--- src/rtl/tlrq_pkg.sv ---
`timescale 1ns / 1ps
// ----------------------------------------------------------------------------
// tlrq_pkg
// Shared widths, codes, entry type and truncation helper for the
// timestamp log range query block.
// ----------------------------------------------------------------------------
package tlrq_pkg;

    localparam int ID_W     = 16;
    localparam int TIME_W   = 40;
    localparam int FUNC_W   = 1;
    localparam int GRAN_W   = 3;
    localparam int STATUS_W = 2;

    localparam int DEFAULT_TABLE_DEPTH = 32;
    localparam int MAX_RESULTS         = 32;
    localparam int NMATCH_W            = $clog2(MAX_RESULTS);

    localparam logic [FUNC_W-1:0] FUNC_STORE = 1'b0;
    localparam logic [FUNC_W-1:0] FUNC_QUERY = 1'b1;

    localparam logic [STATUS_W-1:0] ST_STORED   = 2'd0;
    localparam logic [STATUS_W-1:0] ST_FULL     = 2'd1;
    localparam logic [STATUS_W-1:0] ST_MATCH    = 2'd2;
    localparam logic [STATUS_W-1:0] ST_NO_MATCH = 2'd3;

    localparam logic [GRAN_W-1:0] GRAN_YEAR   = 3'd0;
    localparam logic [GRAN_W-1:0] GRAN_MONTH  = 3'd1;
    localparam logic [GRAN_W-1:0] GRAN_DAY    = 3'd2;
    localparam logic [GRAN_W-1:0] GRAN_HOUR   = 3'd3;
    localparam logic [GRAN_W-1:0] GRAN_MINUTE = 3'd4;
    localparam logic [GRAN_W-1:0] GRAN_SECOND = 3'd5;

    // low bit positions of each packed field above seconds
    localparam int YEAR_LSB   = 26;
    localparam int MONTH_LSB  = 22;
    localparam int DAY_LSB    = 17;
    localparam int HOUR_LSB   = 12;
    localparam int MINUTE_LSB = 6;

    typedef struct packed {
        logic [ID_W-1:0]   id;
        logic [TIME_W-1:0] stamp;
    } t_entry;

    localparam int ENTRY_W = $bits(t_entry);

    // keeps the bits that survive truncation; compare on masked values
    function automatic logic [TIME_W-1:0] trunc_mask(input logic [GRAN_W-1:0] gran);
        logic [TIME_W-1:0] ones;
        ones = '1;
        case (gran)
            GRAN_YEAR:   trunc_mask = ones << YEAR_LSB;
            GRAN_MONTH:  trunc_mask = ones << MONTH_LSB;
            GRAN_DAY:    trunc_mask = ones << DAY_LSB;
            GRAN_HOUR:   trunc_mask = ones << HOUR_LSB;
            GRAN_MINUTE: trunc_mask = ones << MINUTE_LSB;
            default:     trunc_mask = ones;
        endcase
    endfunction

endpackage

--- src/rtl/tlrq_if.sv ---
`timescale 1ns / 1ps
// ----------------------------------------------------------------------------
// tlrq_if
// Request and response channel interfaces with valid/ready handshake.
// ----------------------------------------------------------------------------
interface tlrq_req_if;
    import tlrq_pkg::*;

    logic                valid;
    logic                ready;
    logic [FUNC_W-1:0]   func;
    logic [ID_W-1:0]     log_id;
    logic [TIME_W-1:0]   time_a;
    logic [TIME_W-1:0]   time_b;
    logic [GRAN_W-1:0]   granularity;

    modport source (output valid, func, log_id, time_a, time_b, granularity, input ready);
    modport sink   (input valid, func, log_id, time_a, time_b, granularity, output ready);
endinterface

interface tlrq_rsp_if;
    import tlrq_pkg::*;

    logic                valid;
    logic                ready;
    logic [STATUS_W-1:0] status;
    logic [ID_W-1:0]     match_id;
    logic                last;

    modport source (output valid, status, match_id, last, input ready);
    modport sink   (input valid, status, match_id, last, output ready);
endinterface

--- src/rtl/tlrq_ram.sv ---
`timescale 1ns / 1ps
// ----------------------------------------------------------------------------
// tlrq_ram
// Generic single write port, single read port RAM with registered read.
// ----------------------------------------------------------------------------
module tlrq_ram #(
    parameter int WIDTH = 8,
    parameter int DEPTH = 2
) (
    input  logic                     i_clk,
    input  logic                     i_we,
    input  logic [$clog2(DEPTH)-1:0] i_waddr,
    input  logic [WIDTH-1:0]         i_wdata,
    input  logic [$clog2(DEPTH)-1:0] i_raddr,
    output logic [WIDTH-1:0]         o_rdata
);

    logic [WIDTH-1:0] r_mem [DEPTH];
    logic [WIDTH-1:0] r_rdata;

    always_ff @(posedge i_clk) begin
        if (i_we) begin
            r_mem[i_waddr] <= i_wdata;
        end
        r_rdata <= r_mem[i_raddr];
    end

    assign o_rdata = r_rdata;

endmodule

--- src/rtl/timestamp_log_range_query_core.sv ---
`timescale 1ns / 1ps
// ----------------------------------------------------------------------------
// timestamp_log_range_query_core
// Sorted timestamp log with insert and granularity range query.
// ----------------------------------------------------------------------------
// The log lives in one RAM of TABLE_DEPTH entries kept sorted by time, equal
// times in arrival order. A store walks the table from the top, one entry
// per cycle, moving later entries up one slot until it finds its place; a
// store to a full table is refused with a full status. A query reads the
// table from the bottom, one entry per cycle through the single read port
// while the response side accepts, and emits matching ids in time order
// with the final one marked, stopping early after MAX_RESULTS matches.
// One transaction is in flight at a time; request ready is high only while
// idle.
// ----------------------------------------------------------------------------
module timestamp_log_range_query_core #(
    parameter int TABLE_DEPTH = tlrq_pkg::DEFAULT_TABLE_DEPTH
) (
    input  logic        i_clk,
    input  logic        i_rst_n,
    tlrq_req_if.sink    i_req,
    tlrq_rsp_if.source  o_rsp
);
    import tlrq_pkg::*;

    localparam int IW = $clog2(TABLE_DEPTH);
    localparam int CW = $clog2(TABLE_DEPTH + 1);

    localparam logic [2:0] S_IDLE = 3'd0;
    localparam logic [2:0] S_SCMP = 3'd1;
    localparam logic [2:0] S_SPUT = 3'd2;
    localparam logic [2:0] S_RESP = 3'd3;
    localparam logic [2:0] S_QCMP = 3'd4;
    localparam logic [2:0] S_QEND = 3'd5;

    logic [2:0]          r_state, n_state;
    logic [CW-1:0]       r_count, n_count;
    logic [IW-1:0]       r_idx, n_idx;
    logic                r_out_valid, n_out_valid;
    logic                r_pend_v, n_pend_v;
    logic [NMATCH_W-1:0] r_nmatch, n_nmatch;

    logic [STATUS_W-1:0] r_out_status, n_out_status;
    logic [ID_W-1:0]     r_out_id, n_out_id;
    logic                r_out_last, n_out_last;
    logic [ID_W-1:0]     r_pend_id, n_pend_id;
    logic [STATUS_W-1:0] r_resp, n_resp;
    t_entry              r_new, n_new;
    logic [TIME_W-1:0]   r_mask, n_mask;
    logic [TIME_W-1:0]   r_lo, n_lo;
    logic [TIME_W-1:0]   r_hi, n_hi;

    logic                ram_we;
    logic [IW-1:0]       ram_waddr;
    t_entry              ram_wdata;
    logic [IW-1:0]       ram_raddr;
    t_entry              rd;
    logic [ENTRY_W-1:0]  ram_rdata;

    logic                accept;
    logic                out_free;
    logic [TIME_W-1:0]   rd_masked;
    logic                hit;
    logic                at_end;

    tlrq_ram #(
        .WIDTH (ENTRY_W),
        .DEPTH (TABLE_DEPTH)
    ) u_table (
        .i_clk   (i_clk),
        .i_we    (ram_we),
        .i_waddr (ram_waddr),
        .i_wdata (ram_wdata),
        .i_raddr (ram_raddr),
        .o_rdata (ram_rdata)
    );

    assign rd        = t_entry'(ram_rdata);
    assign accept    = i_req.valid && i_req.ready;
    assign out_free  = !r_out_valid || o_rsp.ready;
    assign rd_masked = rd.stamp & r_mask;
    assign hit       = (rd_masked >= r_lo) && (rd_masked <= r_hi);
    assign at_end    = (CW'(r_idx) == r_count - CW'(1));

    assign i_req.ready    = (r_state == S_IDLE);
    assign o_rsp.valid    = r_out_valid;
    assign o_rsp.status   = r_out_status;
    assign o_rsp.match_id = r_out_id;
    assign o_rsp.last     = r_out_last;

    always_comb begin
        n_state      = r_state;
        n_count      = r_count;
        n_idx        = r_idx;
        n_out_valid  = r_out_valid && !o_rsp.ready;
        n_pend_v     = r_pend_v;
        n_nmatch     = r_nmatch;
        n_out_status = r_out_status;
        n_out_id     = r_out_id;
        n_out_last   = r_out_last;
        n_pend_id    = r_pend_id;
        n_resp       = r_resp;
        n_new        = r_new;
        n_mask       = r_mask;
        n_lo         = r_lo;
        n_hi         = r_hi;
        ram_we       = 1'b0;
        ram_waddr    = r_idx + IW'(1);
        ram_wdata    = r_new;
        ram_raddr    = r_idx;

        case (r_state)
            S_IDLE: begin
                ram_raddr = IW'(r_count - CW'(1));
                if (accept) begin
                    n_new.id    = i_req.log_id;
                    n_new.stamp = i_req.time_a;
                    n_mask      = trunc_mask(i_req.granularity);
                    n_lo        = i_req.time_a & trunc_mask(i_req.granularity);
                    n_hi        = i_req.time_b & trunc_mask(i_req.granularity);
                    if (i_req.func == FUNC_STORE) begin
                        if (r_count >= CW'(TABLE_DEPTH)) begin
                            n_resp  = ST_FULL;
                            n_state = S_RESP;
                        end else if (r_count == '0) begin
                            n_state = S_SPUT;
                        end else begin
                            n_idx   = IW'(r_count - CW'(1));
                            n_state = S_SCMP;
                        end
                    end else begin
                        ram_raddr = '0;
                        n_idx     = '0;
                        n_nmatch  = '0;
                        n_pend_v  = 1'b0;
                        n_state   = (r_count == '0) ? S_QEND : S_QCMP;
                    end
                end
            end
            S_SCMP: begin
                ram_we = 1'b1;
                if (rd.stamp > r_new.stamp) begin
                    ram_wdata = rd;
                    if (r_idx == '0) begin
                        n_state = S_SPUT;
                    end else begin
                        n_idx     = r_idx - IW'(1);
                        ram_raddr = r_idx - IW'(1);
                    end
                end else begin
                    ram_wdata = r_new;
                    n_count   = r_count + CW'(1);
                    n_resp    = ST_STORED;
                    n_state   = S_RESP;
                end
            end
            S_SPUT: begin
                ram_we    = 1'b1;
                ram_waddr = '0;
                ram_wdata = r_new;
                n_count   = r_count + CW'(1);
                n_resp    = ST_STORED;
                n_state   = S_RESP;
            end
            S_RESP: begin
                if (out_free) begin
                    n_out_valid  = 1'b1;
                    n_out_status = r_resp;
                    n_out_id     = '0;
                    n_out_last   = 1'b1;
                    n_state      = S_IDLE;
                end
            end
            S_QCMP: begin
                if (!(hit && r_pend_v && !out_free)) begin
                    if (hit) begin
                        if (r_pend_v) begin
                            n_out_valid  = 1'b1;
                            n_out_status = ST_MATCH;
                            n_out_id     = r_pend_id;
                            n_out_last   = 1'b0;
                        end
                        n_pend_v  = 1'b1;
                        n_pend_id = rd.id;
                        n_nmatch  = r_nmatch + NMATCH_W'(1);
                    end
                    if ((hit && r_nmatch == NMATCH_W'(MAX_RESULTS - 1)) || at_end) begin
                        n_state = S_QEND;
                    end else begin
                        n_idx     = r_idx + IW'(1);
                        ram_raddr = r_idx + IW'(1);
                    end
                end
            end
            S_QEND: begin
                if (out_free) begin
                    n_out_valid  = 1'b1;
                    n_out_status = r_pend_v ? ST_MATCH : ST_NO_MATCH;
                    n_out_id     = r_pend_v ? r_pend_id : '0;
                    n_out_last   = 1'b1;
                    n_pend_v     = 1'b0;
                    n_state      = S_IDLE;
                end
            end
            default: begin
                n_state = S_IDLE;
            end
        endcase
    end

    always_ff @(posedge i_clk) begin
        if (!i_rst_n) begin
            r_state     <= S_IDLE;
            r_count     <= '0;
            r_idx       <= '0;
            r_out_valid <= 1'b0;
            r_pend_v    <= 1'b0;
            r_nmatch    <= '0;
        end else begin
            r_state     <= n_state;
            r_count     <= n_count;
            r_idx       <= n_idx;
            r_out_valid <= n_out_valid;
            r_pend_v    <= n_pend_v;
            r_nmatch    <= n_nmatch;
        end
    end

    always_ff @(posedge i_clk) begin
        r_out_status <= n_out_status;
        r_out_id     <= n_out_id;
        r_out_last   <= n_out_last;
        r_pend_id    <= n_pend_id;
        r_resp       <= n_resp;
        r_new        <= n_new;
        r_mask       <= n_mask;
        r_lo         <= n_lo;
        r_hi         <= n_hi;
    end

    // entry count stays within the table
    a_count_bound: assert property (@(posedge i_clk) disable iff (!i_rst_n)
        r_count <= CW'(TABLE_DEPTH))
        else $error("entry count above table depth");

    // the count only ever grows by one per store
    a_count_step: assert property (@(posedge i_clk) disable iff (!i_rst_n)
        ($past(i_rst_n) && r_count != $past(r_count)) |-> r_count == $past(r_count) + CW'(1))
        else $error("entry count changed by other than one");

    // only a match transaction can be followed by more results
    a_last_single: assert property (@(posedge i_clk) disable iff (!i_rst_n)
        (o_rsp.valid && o_rsp.status != ST_MATCH) |-> o_rsp.last)
        else $error("non-match response without last");

    // the table is never written while idle
    a_idle_no_write: assert property (@(posedge i_clk) disable iff (!i_rst_n)
        (r_state == S_IDLE) |-> !ram_we)
        else $error("table write while idle");

endmodule
--- src/flat_wrapper.sv ---
// flat-port wrapper written by rule: the top's interface ports become plain ports
module timestamp_log_range_query_core_flat import tlrq_pkg::*;
#(
    parameter int TABLE_DEPTH = tlrq_pkg::DEFAULT_TABLE_DEPTH
)
  (i_clk, i_rst_n, i_req_valid, i_req_func, i_req_log_id, i_req_time_a, i_req_time_b, i_req_granularity, i_req_ready, o_rsp_valid, o_rsp_status, o_rsp_match_id, o_rsp_last, o_rsp_ready);
  tlrq_req_if i_req_i ();
  tlrq_rsp_if o_rsp_i ();
  input  logic i_clk;
  input  logic i_rst_n;
  input wire logic [$bits(i_req_i.valid)-1:0] i_req_valid;
  input wire logic [$bits(i_req_i.func)-1:0] i_req_func;
  input wire logic [$bits(i_req_i.log_id)-1:0] i_req_log_id;
  input wire logic [$bits(i_req_i.time_a)-1:0] i_req_time_a;
  input wire logic [$bits(i_req_i.time_b)-1:0] i_req_time_b;
  input wire logic [$bits(i_req_i.granularity)-1:0] i_req_granularity;
  output wire logic [$bits(i_req_i.ready)-1:0] i_req_ready;
  output wire logic [$bits(o_rsp_i.valid)-1:0] o_rsp_valid;
  output wire logic [$bits(o_rsp_i.status)-1:0] o_rsp_status;
  output wire logic [$bits(o_rsp_i.match_id)-1:0] o_rsp_match_id;
  output wire logic [$bits(o_rsp_i.last)-1:0] o_rsp_last;
  input wire logic [$bits(o_rsp_i.ready)-1:0] o_rsp_ready;
  assign i_req_i.valid = i_req_valid;
  assign i_req_i.func = i_req_func;
  assign i_req_i.log_id = i_req_log_id;
  assign i_req_i.time_a = i_req_time_a;
  assign i_req_i.time_b = i_req_time_b;
  assign i_req_i.granularity = i_req_granularity;
  assign i_req_ready = i_req_i.ready;
  assign o_rsp_valid = o_rsp_i.valid;
  assign o_rsp_status = o_rsp_i.status;
  assign o_rsp_match_id = o_rsp_i.match_id;
  assign o_rsp_last = o_rsp_i.last;
  assign o_rsp_i.ready = o_rsp_ready;
  timestamp_log_range_query_core #(.TABLE_DEPTH(TABLE_DEPTH)) u_core (.i_clk(i_clk), .i_rst_n(i_rst_n), .i_req(i_req_i), .o_rsp(o_rsp_i));
endmodule
--- config.mk ---
export PLATFORM = sky130hd
export DESIGN_NAME = timestamp_log_range_query_core_flat
export DESIGN_NICKNAME = d
export VERILOG_FILES = /design/src/rtl/tlrq_pkg.sv /design/src/rtl/tlrq_if.sv /design/src/rtl/tlrq_ram.sv /design/src/rtl/timestamp_log_range_query_core.sv /design/src/flat_wrapper.sv
export SDC_FILE = /design/constraint.sdc
export NUM_CORES = 2
export LEC_CHECK = 0
export BUFFER_PORTS_ARGS = -buffer_cell sky130_fd_sc_hd__buf_2
export CAP_MARGIN = 25
export CORE_MARGIN = 4
export CORE_UTILIZATION = 63
export DETAILED_ROUTE_END_ITERATION = 12
export PLACE_DENSITY = 0.8
export SYNTH_ARGS = -nofsm -noshare
export SYNTH_HDL_FRONTEND = slang
export SYNTH_SLANG_ARGS = --single-unit
--- constraint.sdc ---
create_clock -name i_clk -period 6.3 [get_ports i_clk]
set_input_delay 0.315 -clock i_clk [delete_from_list [all_inputs] [get_ports i_clk]]
set_output_delay 0.315 -clock i_clk [all_outputs]
set_load 0.05 [all_outputs]
==> results.ini <==
[floorplan]
ios=125
design.die.area_sq_um=138000
start_util=0.634
core_sq_um=131000
fp.dieW_microns=372
fp.dieH_microns=372
floorplan.rows=133

[detailed_routing]
num_vias=52817
first_iter_violations=8031
drtAntennaViolNets=0
wl_microns=234000
drcViolationCount=0
firstDrtPassIters=8
avgRoutedWirePerCell_microns=31.0
viasPerCell=7.00

[worst_setup_path]
cp_data_required_time_ns=7.08
r2r-start=u_core.r_mask[24]
cp_data_arrival_time_ns=6.89
crit_path_end_kind=register
rrSetupSlack_ns=0.19
cp-start-kind=register
critPathMaxFanout=30
crit_type=register to register
rr_endpoint=u_core.u_table.o_rdata[16]
r2r_cells=17

[global_route]
grt_pass1_vias=51791
grt.total_usage=0.337
antenna_found_initial=5
grt_max_degree=140
grt_pass1_wl_microns=340000
top_usage_layer=met2
grt_util_met3=0.0816
overflow=0
grt_util_met1=0.454
use_met2=0.519

[synth]
synth_seq_area_share=0.723
synthFlopType=edfxtp_1
async_reset_ff_frac=0
ys_warn_count=0
synth_area_sq_um=83300
syn-num-nets=5597
synth-seq-cells=2032
synth_edf_count=1955
synthCells=5383
synth_cell_types=75
avgSynthCellArea_sq_um=15.5

[final_layout]
register_area_sq_um=60200
multi_input_area_sq_um=21400
areaGrowthSynthToFinish_pct=13.9
drive_gt1_frac=0.144
fillers=7672
stdcell_count=7544
final_nets=5829
finish.instance_area_sq_um=94900

[worst_hold_path]
worstHoldPathCells=4
hp-class=input pin to register
holdPathEnd=u_core.r_mask[21]
worstHoldStart=i_req_granularity[1]

[timing]
rsz0062_at_grt=no
holdWs_ns=0.0473
maxSlewViolCount=0
period_share=0.970
max_slew_margin=0.232
report.final.hold_viol_count=0
fin_skew_ns=0.0503
fin_tns_setup_ns=0
setup_viol=0
clock.fmax_ghz=0.164
timing.final.crit_period_ns=6.11
worstMarginPinSlew_ns=1.15

[run_status]
status=finished, final reports clean

[power_and_ir_drop]
p_seq_frac=0.341
power_leakage_uw=0.0318
power_uw=52200
power_frac_comb=0.431
internal-power_uw=32300
clkPwrFrac=0.228
switching_share=0.382
peakVddDrop_v=0.000548
p_switching_uw=20000
power_density_nw_per_um2=550

[place]
place_area_sq_um=87200
gp_congestion=0.871
dp_cells=7064
io_buffers=124
dpl.hpwl_microns=124000

[cts]
clock_path_buffers=3
htreeDepth=4
cts_buffers=194
path_clk_slew_ns=0.06
cts_tree=built
cts_root_buffer=clkbuf_16
worstSkewPairLatency_ns=0.85
cts.sink_count=2032
cts_resized=0

[run]
cap_violations=0

## cells in the mapped netlist (all sizes together) (10+ instances only)
cell | number | area share
a21oi | 294 | 0.018
and4 | 57 | 0.0060
nand4 | 22 | 0.0017
inv | 122 | 0.0055
mux4 | 111 | 0.030
buf | 109 | 0.0063
o21ai | 26 | 0.0016
o21bai | 222 | 0.020
ha | 110 | 0.017
o211ai | 61 | 0.0055
clkbuf | 278 | 0.013
a22o | 55 | 0.0058
xnor2 | 10 | 0.0011
a211oi | 448 | 0.040
nand2 | 397 | 0.018
a221o | 57 | 0.0068
nand3 | 80 | 0.0048
mux2 | 56 | 0.0076
edfxtp | 1955 | 0.70
nor2b | 34 | 0.0026
o21a | 453 | 0.041
and3 | 61 | 0.0046
nor3 | 13 | 0.00078
and2 | 68 | 0.0051
nor2 | 95 | 0.0043
dfxtp | 77 | 0.018
## flip-flops by register name, summed over array words and instances (netlist names), 3 cells and up
signal,flops
u_core.u_table.r_mem,1792
u_core.u_table.o_rdata,56
u_core.r_new,55
u_core.r_hi,40
u_core.r_lo,27
u_core.o_rsp.match_id,16
u_core.r_pend_id,16
u_core.r_count,6
u_core.r_idx,5
u_core.r_mask,5
u_core.r_nmatch,5
u_core.r_state,3
## power by group through the flow
stage               sequential (uW)  clock [uW]  combinational [uW]
floorplan                     17800           0               14300
global placement              18000           0               21100
detailed placement            18100           0               21700
CTS                           17800       11900               22100
global route                  17900       12500               23900
finish                        17800       11900               22500
## layout by cell type (no fill, tap or decap), types with 23 or more instances in the layout
| cell | n |
|---|---|
| nor2b_1 | 33 |
| o21a_1 | 452 |
| nand3_1 | 80 |
| o21ai_0 | 23 |
| buf_12 | 73 |
| clkbuf_8 | 29 |
| and4_1 | 57 |
| dfxtp_1 | 77 |
| clkbuf_16 | 196 |
| and2_1 | 66 |
| nand2_1 | 397 |
| clkbuf_1 | 58 |
| a211oi_1 | 448 |
| buf_4 | 117 |
| dlygate4sd3_1 | 108 |
| nor2_1 | 60 |
| and3_1 | 61 |
| inv_1 | 122 |
| o211ai_1 | 61 |
| ha_1 | 110 |
| nor2_4 | 34 |
| a21oi_1 | 294 |
| mux2_2 | 56 |
| a22o_1 | 55 |
| buf_2 | 124 |
| o21bai_1 | 222 |
| mux4_2 | 111 |
| clkinv_2 | 27 |
| a221o_1 | 57 |
| edfxtp_1 | 1955 |
## per-stage QoR
step,worst slack (ns),utilization
2_1_floorplan,1.68,-
3_3_place_gp,0.595,0.663
3_5_place_dp,0.558,0.664
4_1_cts,0.472,0.722
5_1_grt,0.164,0.722
6_report,0.191,0.722
## worst max path at each step
stage                                 start                         end  slack, ns
final                     u_core.r_mask[24]  u_core.u_table.o_rdata[16]       0.19
after global routing      u_core.r_mask[24]  u_core.u_table.o_rdata[16]       0.16
after CTS                 u_core.r_mask[11]  u_core.u_table.o_rdata[27]       0.47
after detailed placement  u_core.r_mask[11]  u_core.u_table.o_rdata[18]       0.56
after global placement    u_core.r_mask[11]  u_core.u_table.o_rdata[32]       0.60
after floorplan           u_core.r_state[2]              u_core.r_hi[0]       1.68
## per-layer routing
metal | up-vias | share of wire
met4 | 2 | 0.055
met1 | 25973 | 0.35
met5 | - | 0.000056
met2 | 4321 | 0.46
met3 | 819 | 0.13
li1 | 21702 | -
## timing repair
action	4_1_cts	5_1_grt
setup endpoints to repair	0	0
setup buffers	0	0
hold endpoints to repair	132	0
hold buffers	108	0
## logic make-up after synthesis
kind of cell	count (synthesis)	share of synthesized area
multiplexers	172	0.0382
AO/OA/AOI/OAI	1684	0.146
buffers and inverters	509	0.0243
AND/OR/NAND/NOR	858	0.0503
XOR/XNOR	18	0.00189
flip-flops	2032	0.723
adder cells (fa/ha/maj)	110	0.0165
## layout make-up
cell class | instances | share of cell area
Antenna cell | 1 | 0.0000264
Clock buffer | 282 | 0.0580
Clock inverter | 87 | 0.0112
Inverter | 122 | 0.00482
Multi-Input combinational cell | 2842 | 0.225
Sequential cell | 2032 | 0.635
Tap cell | 1755 | 0.0231
Timing Repair Buffer | 423 | 0.0427
## worst max-delay path, cell delays in order, from the launching register on
cell,delay (ns)
edfxtp_1,0.42
and2_1,0.18
ha_1,0.31
nand4_1,0.26
nor4_1,0.52
nand3_1,0.31
nor3_1,0.76
nand2_1,0.24
a211o_1,0.48
a221oi_4,0.57
buf_12,0.20
buf_4,0.37
buf_4,0.43
o21a_1,0.22
a211oi_1,0.08
o21bai_1,0.28
and4_1,0.24
and3_1,0.16
(Power assumes the default switching activity.)
